$ cat config.mk
export PLATFORM = sky130hd
export DESIGN_NAME = serial_frame_deframer_xor
export DESIGN_NICKNAME = d
export VERILOG_FILES = /design/src/hw/rtl/sfd_pkg.sv /design/src/hw/rtl/sfd_csr.sv /design/src/hw/rtl/sfd_parser.sv /design/src/hw/rtl/sfd_skid.sv /design/src/hw/rtl/serial_frame_deframer_xor.sv
export SDC_FILE = /design/constraint.sdc
export NUM_CORES = 1
export LEC_CHECK = 0
export BUFFER_PORTS_ARGS = -buffer_cell sky130_fd_sc_hd__buf_2
export CORE_UTILIZATION = 45
export DETAILED_ROUTE_END_ITERATION = 8
export PLACE_DENSITY = 0.75
export SLEW_MARGIN = 40
export SYNTH_ARGS = -nofsm -noshare
export SYNTH_HDL_FRONTEND = slang
export SYNTH_HIERARCHICAL = 1
export SYNTH_SLANG_ARGS = --single-unit
$ cat constraint.sdc
create_clock -name clock -period 9.7 [get_ports clock]
set_input_delay 1.94 -clock clock [delete_from_list [all_inputs] [get_ports clock]]
set_output_delay 1.94 -clock clock [all_outputs]
set_load 0.02 [all_outputs]
$ cat src/hw/rtl/sfd_pkg.sv
`timescale 1ns / 1ps
// ----------------------------------------------------------------------------
// sfd_pkg
// Shared types and constants for the serial frame deframer.
// ----------------------------------------------------------------------------
package sfd_pkg;

   // Register map: register index taken from the word address
   localparam int unsigned ADDR_WIDTH = 3;
   localparam int unsigned DATA_WIDTH = 32;
   localparam logic        REG_SYNC_FIRST  = 1'b0;
   localparam logic        REG_SYNC_SECOND = 1'b1;

   // Register reset values
   localparam logic [7:0] SYNC_FIRST_RESET  = 8'hAA;
   localparam logic [7:0] SYNC_SECOND_RESET = 8'hBC;

   // Result kinds
   localparam logic KIND_PAYLOAD   = 1'b0;
   localparam logic KIND_FRAME_END = 1'b1;

   // Configuration seen by the parser
   typedef struct packed {
      logic [7:0] sync_first;
      logic [7:0] sync_second;
   } cfg_type;

   // One result beat
   typedef struct packed {
      logic       out_kind;
      logic [7:0] data_byte;
      logic [7:0] byte_index;
      logic [7:0] frame_type;
      logic [7:0] frame_length;
      logic       check_ok;
   } rsp_type;

endpackage

$ cat src/hw/rtl/sfd_csr.sv
`timescale 1ns / 1ps
// ----------------------------------------------------------------------------
// sfd_csr
// APB-style register file holding the two sync byte values.
// ----------------------------------------------------------------------------
module sfd_csr (
   input  logic                             clock,
   input  logic                             reset,
   input  logic                             psel,
   input  logic                             penable,
   input  logic                             pwrite,
   input  logic [sfd_pkg::ADDR_WIDTH-1:0]   paddr,
   input  logic [sfd_pkg::DATA_WIDTH-1:0]   pwdata,
   output logic [sfd_pkg::DATA_WIDTH-1:0]   prdata,
   output logic                             pready,
   output sfd_pkg::cfg_type                 cfg
);
   import sfd_pkg::*;

   logic [7:0] sync_first_ff,  sync_first_in;
   logic [7:0] sync_second_ff, sync_second_in;
   logic       wr_en;
   logic       reg_sel;

   assign pready  = 1'b1;
   assign wr_en   = psel & penable & pwrite;
   assign reg_sel = paddr[2];

   // Decode writes
   always_comb begin
      sync_first_in  = sync_first_ff;
      sync_second_in = sync_second_ff;
      if (wr_en) begin
         case (reg_sel)
            REG_SYNC_FIRST:  sync_first_in  = pwdata[7:0];
            REG_SYNC_SECOND: sync_second_in = pwdata[7:0];
            default: ;
         endcase
      end
   end

   // Hold register values
   always_ff @(posedge clock) begin
      if (reset) begin
         sync_first_ff  <= SYNC_FIRST_RESET;
         sync_second_ff <= SYNC_SECOND_RESET;
      end else begin
         sync_first_ff  <= sync_first_in;
         sync_second_ff <= sync_second_in;
      end
   end

   // Read back
   always_comb begin
      case (reg_sel)
         REG_SYNC_FIRST:  prdata = {{(DATA_WIDTH-8){1'b0}}, sync_first_ff};
         REG_SYNC_SECOND: prdata = {{(DATA_WIDTH-8){1'b0}}, sync_second_ff};
         default:         prdata = '0;
      endcase
   end

   assign cfg.sync_first  = sync_first_ff;
   assign cfg.sync_second = sync_second_ff;

endmodule

$ cat src/hw/rtl/sfd_parser.sv
`timescale 1ns / 1ps
// ----------------------------------------------------------------------------
// sfd_parser
// Frame state machine: sync hunt, header capture, payload and check byte.
// ----------------------------------------------------------------------------
module sfd_parser (
   input  logic             clock,
   input  logic             reset,
   input  sfd_pkg::cfg_type cfg,
   input  logic             byte_valid,
   input  logic [7:0]       byte_in,
   output logic             res_valid,
   output sfd_pkg::rsp_type res
);
   import sfd_pkg::*;

   typedef enum logic [2:0] {
      PH_SYNC1 = 3'd0,
      PH_SYNC2 = 3'd1,
      PH_TYPE  = 3'd2,
      PH_LEN   = 3'd3,
      PH_BODY  = 3'd4
   } phase_type;

   phase_type  phase_ff, phase_in;
   logic [7:0] type_ff,  type_in;
   logic [7:0] length_ff, length_in;
   logic [7:0] count_ff, count_in;
   logic [7:0] xor_ff,   xor_in;
   logic       in_body;

   assign in_body = (count_ff < length_ff);

   // Next state and result for one byte
   always_comb begin
      phase_in  = phase_ff;
      type_in   = type_ff;
      length_in = length_ff;
      count_in  = count_ff;
      xor_in    = xor_ff;
      res_valid = 1'b0;
      res       = '0;
      res.frame_type   = type_ff;
      res.frame_length = length_ff;
      if (byte_valid) begin
         case (phase_ff)
            PH_SYNC1: begin
               if (byte_in == cfg.sync_first) begin
                  phase_in = PH_SYNC2;
               end else begin
                  phase_in = PH_SYNC1;
                  count_in = '0;
                  xor_in   = '0;
               end
            end
            PH_SYNC2: begin
               if (byte_in == cfg.sync_second) begin
                  phase_in = PH_TYPE;
               end else begin
                  phase_in = PH_SYNC1;
                  count_in = '0;
                  xor_in   = '0;
               end
            end
            PH_TYPE: begin
               type_in  = byte_in;
               phase_in = PH_LEN;
            end
            PH_LEN: begin
               length_in = byte_in;
               count_in  = '0;
               xor_in    = '0;
               phase_in  = PH_BODY;
            end
            PH_BODY: begin
               res_valid = 1'b1;
               if (in_body) begin
                  // pass payload byte on, fold it into the checksum
                  res.out_kind   = KIND_PAYLOAD;
                  res.data_byte  = byte_in;
                  res.byte_index = count_ff;
                  xor_in         = xor_ff ^ byte_in;
                  count_in       = count_ff + 8'd1;
               end else begin
                  // check byte: empty frames always pass
                  res.out_kind = KIND_FRAME_END;
                  res.check_ok = (length_ff == 8'd0) || (xor_ff == byte_in);
                  phase_in     = PH_SYNC1;
                  count_in     = '0;
                  xor_in       = '0;
               end
            end
            default: begin
               phase_in = PH_SYNC1;
               count_in = '0;
               xor_in   = '0;
            end
         endcase
      end
   end

   // Hold parser state
   always_ff @(posedge clock) begin
      if (reset) begin
         phase_ff  <= PH_SYNC1;
         type_ff   <= '0;
         length_ff <= '0;
         count_ff  <= '0;
         xor_ff    <= '0;
      end else begin
         phase_ff  <= phase_in;
         type_ff   <= type_in;
         length_ff <= length_in;
         count_ff  <= count_in;
         xor_ff    <= xor_in;
      end
   end

endmodule

$ cat src/hw/rtl/sfd_skid.sv
`timescale 1ns / 1ps
// ----------------------------------------------------------------------------
// sfd_skid
// Two-entry result register: output stage plus one skid entry.
// ----------------------------------------------------------------------------
module sfd_skid (
   input  logic             clock,
   input  logic             reset,
   input  logic             push,
   input  sfd_pkg::rsp_type push_data,
   output logic             space,
   output logic             out_valid,
   input  logic             out_ready,
   output sfd_pkg::rsp_type out_data
);
   import sfd_pkg::*;

   logic    main_valid_ff, main_valid_in;
   logic    skid_valid_ff, skid_valid_in;
   rsp_type main_ff, main_in;
   rsp_type skid_ff, skid_in;
   logic    pop;

   assign pop       = main_valid_ff & out_ready;
   assign space     = ~skid_valid_ff;
   assign out_valid = main_valid_ff;
   assign out_data  = main_ff;

   // Advance beats through the output stage
   always_comb begin
      main_valid_in = main_valid_ff;
      skid_valid_in = skid_valid_ff;
      main_in       = main_ff;
      skid_in       = skid_ff;
      if (!main_valid_ff) begin
         main_valid_in = push;
         main_in       = push_data;
      end else if (pop) begin
         if (skid_valid_ff) begin
            main_in       = skid_ff;
            skid_valid_in = 1'b0;
         end else begin
            main_valid_in = push;
            main_in       = push_data;
         end
      end else if (push) begin
         // stalled output: park the new beat
         skid_valid_in = 1'b1;
         skid_in       = push_data;
      end
   end

   always_ff @(posedge clock) begin
      if (reset) begin
         main_valid_ff <= 1'b0;
         skid_valid_ff <= 1'b0;
      end else begin
         main_valid_ff <= main_valid_in;
         skid_valid_ff <= skid_valid_in;
      end
      main_ff <= main_in;
      skid_ff <= skid_in;
   end

endmodule

$ cat src/hw/rtl/serial_frame_deframer_xor.sv
`timescale 1ns / 1ps
// ----------------------------------------------------------------------------
// serial_frame_deframer_xor
// Sync-header deframer with length byte and XOR check byte.
//
//   channel | direction | handshake               | payload
//   req     | in        | req_valid / req_ready   | req_rx_byte
//   rsp     | out       | rsp_valid / rsp_ready   | kind, data, index, type, length, ok
//   csr     | in        | psel/penable/pready     | sync_first @0x0, sync_second @0x4
//
// One byte is taken per cycle while req_ready is high; the parser state updates in the accept cycle.
// A result is registered in the output stage (or the skid entry while rsp stalls) before it appears on rsp.
// A skid entry lets one more beat in while rsp stalls; req_ready drops only
// when both output entries are full, and then every byte waits, header or not.
// Reset is synchronous and returns the parser to the sync hunt.
// ----------------------------------------------------------------------------
module serial_frame_deframer_xor (
   input  logic                           clock,
   input  logic                           reset,
   input  logic                           req_valid,
   output logic                           req_ready,
   input  logic [7:0]                     req_rx_byte,
   output logic                           rsp_valid,
   input  logic                           rsp_ready,
   output logic                           rsp_out_kind,
   output logic [7:0]                     rsp_data_byte,
   output logic [7:0]                     rsp_byte_index,
   output logic [7:0]                     rsp_frame_type,
   output logic [7:0]                     rsp_frame_length,
   output logic                           rsp_check_ok,
   input  logic                           psel,
   input  logic                           penable,
   input  logic                           pwrite,
   input  logic [sfd_pkg::ADDR_WIDTH-1:0] paddr,
   input  logic [sfd_pkg::DATA_WIDTH-1:0] pwdata,
   output logic [sfd_pkg::DATA_WIDTH-1:0] prdata,
   output logic                           pready
);
   import sfd_pkg::*;

   cfg_type cfg;
   rsp_type res;
   rsp_type out_data;
   logic    res_valid;
   logic    accept;
   logic    space;

   assign req_ready = space;
   assign accept    = req_valid & space;

   sfd_csr u_csr (
      .clock   (clock),
      .reset   (reset),
      .psel    (psel),
      .penable (penable),
      .pwrite  (pwrite),
      .paddr   (paddr),
      .pwdata  (pwdata),
      .prdata  (prdata),
      .pready  (pready),
      .cfg     (cfg)
   );

   sfd_parser u_parser (
      .clock      (clock),
      .reset      (reset),
      .cfg        (cfg),
      .byte_valid (accept),
      .byte_in    (req_rx_byte),
      .res_valid  (res_valid),
      .res        (res)
   );

   sfd_skid u_skid (
      .clock     (clock),
      .reset     (reset),
      .push      (accept & res_valid),
      .push_data (res),
      .space     (space),
      .out_valid (rsp_valid),
      .out_ready (rsp_ready),
      .out_data  (out_data)
   );

   // Unpack the result beat
   assign rsp_out_kind     = out_data.out_kind;
   assign rsp_data_byte    = out_data.data_byte;
   assign rsp_byte_index   = out_data.byte_index;
   assign rsp_frame_type   = out_data.frame_type;
   assign rsp_frame_length = out_data.frame_length;
   assign rsp_check_ok     = out_data.check_ok;

endmodule
==> flow_summary.toml, run 1 <==
[sta]
min_period_over_period_pct = 48.1
setup_violations = 0
finalMaxSlewViolations = 0
final.setup_skew_ns = 0.00887
finalHoldViolCount = 0
setup_tns_ns = 0
min_period_ns = 4.67
rsz0062_at_grt = "false"
relSlewSlack_pct = 55.6
tightest_slew_ns = 0.665
max_freq_ghz = 0.214

[placed_design]
numPortBuffers = 67
place_area_mm2 = 0.00620
hpwlAfterDp_mm = 7.46
post-place-cells = 718
routabilityCongestion = 0.817

[logic_synthesis]
yosys-top-cells-count = "edfxtp_1 (68), dfxtp_1 (53), nand2_1 (44)"
ys.warnings.count = 6
synth_top_area_share_pct = 34.4
avgSynthCellArea_um2 = 11.7
synth_largest_area_cell = "edfxtp_1"
synth-edff-count = 68
ys_types = 49
netlist_instances = 506
async_flop_share_pct = 0
ys_seq_area_share_pct = 52.3
synth-seq-cells = 121
syn_area_mm2 = 0.00593
synth_area_leaders = "edfxtp_1 (34%), dfxtp_1 (18%), mux2_4 (7.6%), buf_4 (3.3%), nand2b_1 (3.0%)"
ys.flop_type = "edfxtp_1"
synth.most_common_cell = "edfxtp_1"

[layout]
final_net_count = 623
diodes = 0
drive_above_1_share_pct = 27.0
area_growth_pct = 14.5
postLayoutCoreUtil_pct = 53.3
seq_area_mm2 = 0.00310
stdcell_area_mm2 = 0.00679
final_cells = 750
multi_input_area_mm2 = 0.00248
nFillCells = 1101

[die]
initial_utilization_pct = 46.6
coreArea_mm2 = 0.0127
io_pins = 119
die_area_mm2 = 0.0136
fp.dieH_um = 117
fp-row-count = 41
die_w_um = 117

[grt]
grt_overflow = 0
grt_max_degree = 68
grtUsageTotal_pct = 16.7
grt_pass1_vias = 3422
antenna_found_initial = 0
grt_pass1_wl_mm = 17.0

[cts]
cts_buffers = 17
htreeDepth = 4
holdBufCountCts = 0
cts_resized = 0
worstSkewPairLatency_ns = 0.42
clk_path_buf_depth = 2
root_buffer = "clkbuf_16"
cts_tree = "yes"
cts_setup_buffers = 0
path_clk_slew_ns = 0.05
clock-sinks = 121

[power_and_ir_drop]
finalPower_mw = 1.21
irDropWorstVdd_v = 0.0000944
p_leak_nw = 2.82
power-per-cell-area_mw_per_mm2 = 178

[drt]
via_per_inst = 4.97
drc = 0
drtIter0Drc = 244
routed-via-count = 3729
first_pass_iters = 4
wl_mm = 10.9
wl_per_cell_um = 14.5
postRouteAntennaNets = 0

[critical_path]
crit_type = "in -> out"
critPathRequiredTime_ns = 7.76
worstPathMaxFanout = 12
cp.arrival_ns = 2.73
end_kind = "output pin"
r2r-start = "u_skid/skid_valid_ff$_SDFFE_PP0P_"
startpoint = "paddr[2]"
start_kind = "primary input"

[min_path]
min-delay-path-class = "reg -> reg"
hp-start = "u_parser/type_ff[4]$_SDFFE_PP0P_"

[flow_run]
max-cap-violations = 0

[status]
status = "completed"
==> power by group <==
group          leakage [nW]  total [mW]  switching (mW)  internal, mW
Clock                 0.277       0.619           0.218         0.401
Combinational          1.34      0.0478          0.0321        0.0157
Sequential             1.20       0.539         0.00140         0.538
Total                  2.82        1.21           0.251         0.954
==> area by class of cell <==
cell class	count	share of cell area, %
Tap cell	172	3.17
Clock inverter	13	2.25
Clock buffer	19	6.38
Multi-Input combinational cell	343	36.5
Timing Repair Buffer	69	5.20
Sequential cell	121	45.7
Inverter	13	0.719
==> placed cells by master, fill, tap and decap left out, types with 8 or more instances in the layout <==
| cell type | synthesis | final |
|---|---|---|
| a21oi_1 | 22 | 22 |
| and2_1 | 18 | 18 |
| buf_2 | 7 | 66 |
| clkbuf_16 | 0 | 17 |
| conb_1 | 2 | 25 |
| dfxtp_1 | 53 | 53 |
| edfxtp_1 | 68 | 68 |
| ha_1 | 8 | 8 |
| inv_1 | 13 | 13 |
| mux2_2 | 12 | 12 |
| mux2_4 | 30 | 30 |
| mux2i_1 | 17 | 17 |
| nand2_1 | 44 | 44 |
| nand2b_1 | 28 | 28 |
| nor2_1 | 28 | 27 |
| nor2b_1 | 20 | 20 |
| o21ai_0 | 9 | 9 |
| o21ai_1 | 13 | 13 |
| xnor2_1 | 16 | 16 |
==> sequential cells by signal, summed over array words and instances (netlist names) <==
name / flops
u_skid/skid_ff: 34
u_parser/length_ff: 8
u_parser/xor_ff: 8
u_parser/phase_ff: 3
u_skid/out_valid: 1
u_parser/type_ff: 8
u_parser/count_ff: 8
u_skid/skid_valid_ff: 1
u_skid/out_data: 34
u_csr/sync_first_ff: 8
u_csr/sync_second_ff: 8
==> logic make-up after synthesis <==
family                     Yosys count  synth area share [%]
and+or+nand+nor                    172                  15.7
DFF                                121                  52.3
buffers and inverters               65                  7.32
AOI/OAI and AO/OA                   61                  7.13
muxes                               59                  12.7
xor gates and xnor gates            18                  2.91
adders and majority gates            8                  1.69
other                                2                 0.127
==> per-stage QoR <==
step / worst slack [ns] / hold WS [ns]
2_1_floorplan: 5.10 / 0.430
6_report: 5.03 / 0.456
4_1_cts: 5.02 / 0.456
3_5_place_dp: 5.03 / 0.443
3_3_place_gp: 5.03 / 0.454
5_1_grt: 4.99 / 0.467
==> path summary, 6_finish.rpt <==
check | slack [ns] | depth (start not counted) | end
hold reg to reg | 0.46 | 0 | u_skid/skid_ff[13]$_DFFE_PP_
setup reg to reg | 7.26 | 8 | u_skid/skid_ff[3]$_DFFE_PP_
setup / recovery | 5.03 | 3 | prdata[2]
hold / removal | 0.46 | 0 | u_skid/skid_ff[13]$_DFFE_PP_
==> per-layer routing <==
metal  track usage, %  routed length, um  part of all wire [%]
met3             4.69                565                   5.2
met2             26.9               5290                    48
met1             21.6               4910                    45
met5                0                  0                     0
met4             6.08                152                   1.4
==> worst max-delay path, cell delays in order <==
cell	delay, ns
buf_2	0.24
mux2_2	0.38
buf_2	0.16
Note: power is estimated with default switching activity, not from simulation.
==> run 2, diff against run 1 <==
--- a/config.mk
+++ b/config.mk
@@ -8,7 +8,7 @@
 export BUFFER_PORTS_ARGS = -buffer_cell sky130_fd_sc_hd__buf_2
 export CORE_UTILIZATION = 45
 export DETAILED_ROUTE_END_ITERATION = 8
-export PLACE_DENSITY = 0.75
+export PLACE_DENSITY = 0.78
 export SLEW_MARGIN = 40
 export SYNTH_ARGS = -nofsm -noshare
 export SYNTH_HDL_FRONTEND = slang
==> constraint.sdc (replaced) <==
create_clock -name clock -period 3.8 [get_ports clock]
set_input_delay 0.76 -clock clock [delete_from_list [all_inputs] [get_ports clock]]
set_output_delay 0.76 -clock clock [all_outputs]
set_load 0.02 [all_outputs]
==> run 2 against run 1 <==
Register-to-register slack lost 5.9 ns. Wire length increased by 1.8%. Critical endpoint is now u_skid/skid_ff[7]$_DFFE_PP_. Sequential power grew to 2.6 times the previous value. First-iteration DRC count rose by 9.4%. Utilization up 0.49 points. Clock skew about the same.
==> flow_summary.toml, run 2 (synthesis gave the netlist of run 1 again) <==
[sta]
min_period_over_period_pct = 63.6
max_freq_ghz = 0.414
timing.final.ws_setup_ns = 1.38
min_period_ns = 2.42
setup_violations = 0
final.setup_skew_ns = 0.00902
relSlewSlack_pct = 54.6
finalMaxSlewViolations = 0
rsz0062_at_grt = "false"
finalHoldViolCount = 0
tightest_slew_ns = 0.681
setup_tns_ns = 0

[cts]
clk_path_buf_depth = 2
root_buffer = "clkbuf_16"
clock-sinks = 121
htreeDepth = 4
cts_setup_buffers = 0
cts_resized = 0
cts_tree = "yes"
worstSkewPairLatency_ns = 0.41
cts_buffers = 17
holdBufCountCts = 0
path_clk_slew_ns = 0.06

[grt]
grt_pass1_wl_mm = 17.6
use_met1_pct = 21.0
met2_usage_pct = 29.9
grt_overflow = 0
grt_util_met3_pct = 3.76
grt-busiest-layer = "met2"
antenna_found_initial = 0
grtUsageTotal_pct = 17.3
grt_pass1_vias = 3582
grt_max_degree = 68

[die]
fp-row-count = 41
io_pins = 119
coreArea_mm2 = 0.0127
die_w_um = 117
die_area_mm2 = 0.0136
fp.dieH_um = 117
initial_utilization_pct = 46.6

[power_and_ir_drop]
irDropWorstVdd_v = 0.000397
power-per-cell-area_mw_per_mm2 = 472
p_leak_nw = 2.87

[drt]
first_pass_iters = 4
drtIter0Drc = 267
postRouteAntennaNets = 0
wl_per_cell_um = 14.8
routed-via-count = 3746
drc = 0
via_per_inst = 4.99
wl_mm = 11.1

[layout]
final_cell_mix = "edfxtp_1 (68), buf_2 (66), dfxtp_1 (53)"
final_net_count = 623
drive_above_1_share_pct = 27.3
layout_commonest_cell = "edfxtp_1"
nFillCells = 1088
area_growth_pct = 15.5
diodes = 0

[placed_design]
hpwlAfterDp_mm = 7.62
routabilityCongestion = 0.840
dpl_worst_slack_ns = 1.03
numPortBuffers = 67

[critical_path]
cp-endpoint = "u_skid/skid_ff[7]$_DFFE_PP_"
r2r-start = "u_skid/skid_valid_ff$_SDFFE_PP0P_"
cp.arrival_ns = 2.47
worstPathMaxFanout = 34
end_kind = "flip-flop"
start_kind = "flip-flop"
crit_type = "reg -> reg"
r2r-end = "u_skid/skid_ff[7]$_DFFE_PP_"
critPathRequiredTime_ns = 3.85
worst-r2r-cell-count = 8
startpoint = "u_skid/skid_valid_ff$_SDFFE_PP0P_"
r2r_slack_ns = 1.38

[status]
status = "completed"

[flow_run]
max-cap-violations = 0

[min_path]
min-delay-path-class = "reg -> reg"
-- run 2: changes by cell type in the layout (fill, tap and decap cells not counted), sizes merged --
| cell | previous run | this run |
|---|---|---|
| clkinv | 5 | 6 |
| clkinvlp | 4 | 2 |
| inv | 14 | 15 |
| clkbuf | 19 | 17 |
| bufinv | 3 | 5 |
-- run 2: power by group --
| part | total [mW] | internal, mW | switching (mW) |
|---|---|---|---|
| sequential | 1.38 | 1.37 | 0.00367 |
| clock | 1.74 | 1.16 | 0.573 |
| combinational | 0.122 | 0.0401 | 0.0823 |
-- run 2: area by class of cell --
class	count	area [um2]	area share, %
Sequential cell	121	3100	45.3
Clock buffer	17	425	6.21
Tap cell	172	215	3.14
Clock inverter	15	223	3.25
Multi-Input combinational cell	343	2480	36.2
Inverter	13	48.8	0.713
Timing Repair Buffer	69	353	5.15
-- run 2: how the worst min path moves through the flow --
stage / from / endpoint / slack (ns) / depth (start not counted)
floorplan: u_parser/type_ff[1]$_SDFFE_PP0P_ / u_skid/skid_ff[10]$_DFFE_PP_ / 0.43 / 0
global placement: u_parser/type_ff[3]$_SDFFE_PP0P_ / u_skid/skid_ff[12]$_DFFE_PP_ / 0.46 / 0
detailed placement: u_parser/type_ff[5]$_SDFFE_PP0P_ / u_skid/skid_ff[14]$_DFFE_PP_ / 0.46 / 0
CTS: u_parser/type_ff[5]$_SDFFE_PP0P_ / u_skid/skid_ff[14]$_DFFE_PP_ / 0.48 / 0
global route: u_parser/type_ff[4]$_SDFFE_PP0P_ / u_skid/skid_ff[13]$_DFFE_PP_ / 0.49 / 0
finish: u_parser/type_ff[5]$_SDFFE_PP0P_ / u_skid/skid_ff[14]$_DFFE_PP_ / 0.47 / 0
-- run 2: through the flow --
step	instances	hold slack (ns)	area [um2]	util (%)	total power [mW]
final	750	0.469	6850	53.8	3.24
after global routing	750	0.487	6850	53.8	3.32
after CTS	750	0.476	6850	53.8	3.25
after detailed placement	718	0.463	6200	48.7	1.53
after global placement	718	0.456	6200	48.7	1.52
after floorplan	529	0.430	6010	-	1.52
-- run 2: critical path: stages (launching register included) --
cell and delay [ns]:
dfxtp_1 0.35, inv_1 0.12, and2_1 0.40, nand3_2 0.27, inv_1 0.13, and3_1 0.21
inv_1 0.08, nor2_2 0.10, buf_4 0.39
-- run 2: metal layers --
metal | part of all wire, % | wire length, um
met5 | 0 | 0
met4 | 1.3 | 142
met3 | 5.0 | 557
met2 | 50 | 5510
met1 | 44 | 4900
==> run 3, diff against run 2 <==
==> constraint.sdc (replaced) <==
create_clock -name clock -period 2.2 [get_ports clock]
set_input_delay 0.44 -clock clock [delete_from_list [all_inputs] [get_ports clock]]
set_output_delay 0.44 -clock clock [all_outputs]
set_load 0.02 [all_outputs]
==> run 3 against run 2 <==
Sequential power is 72% higher. First-iteration DRC count is 3.7% lower. Utilization is 0.96 points higher. Count of clock-buffer cells in the layout is 4 higher. Total power is 64% higher. Clock skew is 0.0035 ns lower. Critical endpoint is now u_parser/count_ff[4]$_SDFFE_PP0P_.
==> flow_summary.toml, run 3 (synthesis gave the netlist of run 1 again) <==
[sta]
hold_slack_ns = 0.261
tightest_slew_ns = 0.667
finalHoldViolCount = 0
final.setup_skew_ns = 0.00556
timing.final.ws_setup_ns = 0.0651
max_freq_ghz = 0.468
relSlewSlack_pct = 55.5
min_period_over_period_pct = 97.0
setup_violations = 0
min_period_ns = 2.13
finalMaxSlewViolations = 0

[grt]
grt_pass1_vias = 3686
grt_pass1_wl_mm = 17.9
grt_max_degree = 41
grtUsageTotal_pct = 17.7
grt_overflow = 0
antenna_found_initial = 0

[critical_path]
crit_family = "compound AO/OA/AOI/OAI gates"
cp.arrival_ns = 2.46
critPathSlowestCell = "a211oi_2"
end_kind = "flip-flop"
max_stage_delay_ns = 0.47
crit_path_frequent_cell = "a211oi_2"
critPathRequiredTime_ns = 2.53
worst-path-buf-inv = 2
worstPathMaxFanout = 7
crit_type = "reg -> reg"
start_kind = "flip-flop"
worstPathCellList = "inv_1 -> ha_1 -> a211oi_2 -> o21ai_2 -> buf_4 -> a211oi_2 -> a211oi_1 -> o21ai_0"

[die]
fp.dieH_um = 117
die_w_um = 117
coreArea_mm2 = 0.0127
die_area_mm2 = 0.0136
fp-row-count = 41
io_pins = 119
initial_utilization_pct = 46.6

[cts]
clock-sinks = 121
clk_path_buf_depth = 2
holdBufCountCts = 0
path_clk_slew_ns = 0.06
cts_tree = "yes"
cts_buffers = 17
worstSkewPairLatency_ns = 0.41
htreeDepth = 4
root_buffer = "clkbuf_16"

[placed_design]
dpl_worst_slack_ns = 0.103
hpwlAfterDp_mm = 7.77
numPortBuffers = 67
routabilityCongestion = 0.817
post-place-cells = 737

[drt]
drtIter0Drc = 257
postRouteAntennaNets = 0
wl_mm = 11.2
drc = 0
routed-via-count = 3778
wl_per_cell_um = 14.6
via_per_inst = 4.91
first_pass_iters = 4

[layout]
diodes = 0
final_cell_mix = "edfxtp_1 (68), buf_2 (67), dfxtp_1 (53)"
postLayoutCoreUtil_pct = 54.8
final_cells = 770
final_net_count = 643
layout_commonest_cell = "edfxtp_1"
drive_above_1_share_pct = 29.8
area_growth_pct = 17.6

[power_and_ir_drop]
p_leak_nw = 2.95
power-per-cell-area_mw_per_mm2 = 762
finalPower_mw = 5.31
irDropWorstVdd_v = 0.000489

[flow_run]
max-cap-violations = 0

[status]
status = "completed"

[min_path]
min-delay-path-class = "in -> reg"
-- run 3: cell count changes in the layout (fill, tap and decap cells not counted), moves of 2 or more --
cell and delta:
buf_4 +17, bufinv_16 -3, inv_6 -2, clkbuf_1 +2, buf_12 +2, clkinv_2 +2
-- run 3: area by class of cell --
cell class | count | area [um2]
flip-flops and latches | 121 | 3100
inverters | 13 | 48.8
fillers | 1080 | 5750
repair buffers | 89 | 526
clock inverters | 11 | 120
well taps | 172 | 215
clock buffers | 21 | 472
multi-input cells | 343 | 2490
-- run 3: stage by stage --
stage          area, um2  setup TNS (ns)
2_1_floorplan       6020               0
3_3_place_gp        6360               0
3_5_place_dp        6360               0
4_1_cts             6950               0
5_1_grt             6970         -0.0192
6_report            6970               0
-- run 3: worst paths after layout --
path / startpoint / slack, ns / endpoint / cells past startpoint
max: u_parser/length_ff[2]$_SDFFE_PP0P_ / 0.07 / u_parser/count_ff[4]$_SDFFE_PP0P_ / 8
min: rsp_ready / 0.26 / u_skid/skid_valid_ff$_SDFFE_PP0P_ / 2
max reg2reg: u_parser/length_ff[2]$_SDFFE_PP0P_ / 0.07 / u_parser/count_ff[4]$_SDFFE_PP0P_ / 8
min reg2reg: u_parser/type_ff[5]$_SDFFE_PP0P_ / 0.46 / u_skid/skid_ff[14]$_DFFE_PP_ / 0
-- run 3: where the power goes --
| group | internal, mW | switching (mW) | total (mW) |
|---|---|---|---|
| clock network | 1.76 | 0.964 | 2.72 |
| registers | 2.37 | 0.00645 | 2.38 |
| logic | 0.0722 | 0.142 | 0.215 |
-- run 3: timing repair --
item	4_1_cts	5_1_grt
endpoints found under the setup margin	0	19
setup buffers	0	1
gates resized for setup	0	0
-- run 3: routing by layer --
| metal | GRT usage [%] | part of all wire [%] | up-vias | wire (um) |
|---|---|---|---|---|
| met5 | 0 | 0 | - | 0 |
| met3 | 4.53 | 4.4 | 15 | 491 |
| met4 | 8.02 | 2.0 | 0 | 223 |
| li1 | - | - | 1866 | - |
| met2 | 29.4 | 49 | 104 | 5550 |
| met1 | 21.8 | 44 | 1793 | 4960 |
-- run 3: worst register-to-register path: cells and delay by family (launching register included) --
| family | cells | cell delay [ns] |
|---|---|---|
| AOI/OAI and AO/OA | 5 | 1.14 |
| DFF | 1 | 0.34 |
| adders and majority gates | 1 | 0.33 |
| buffers and inverters | 2 | 0.24 |
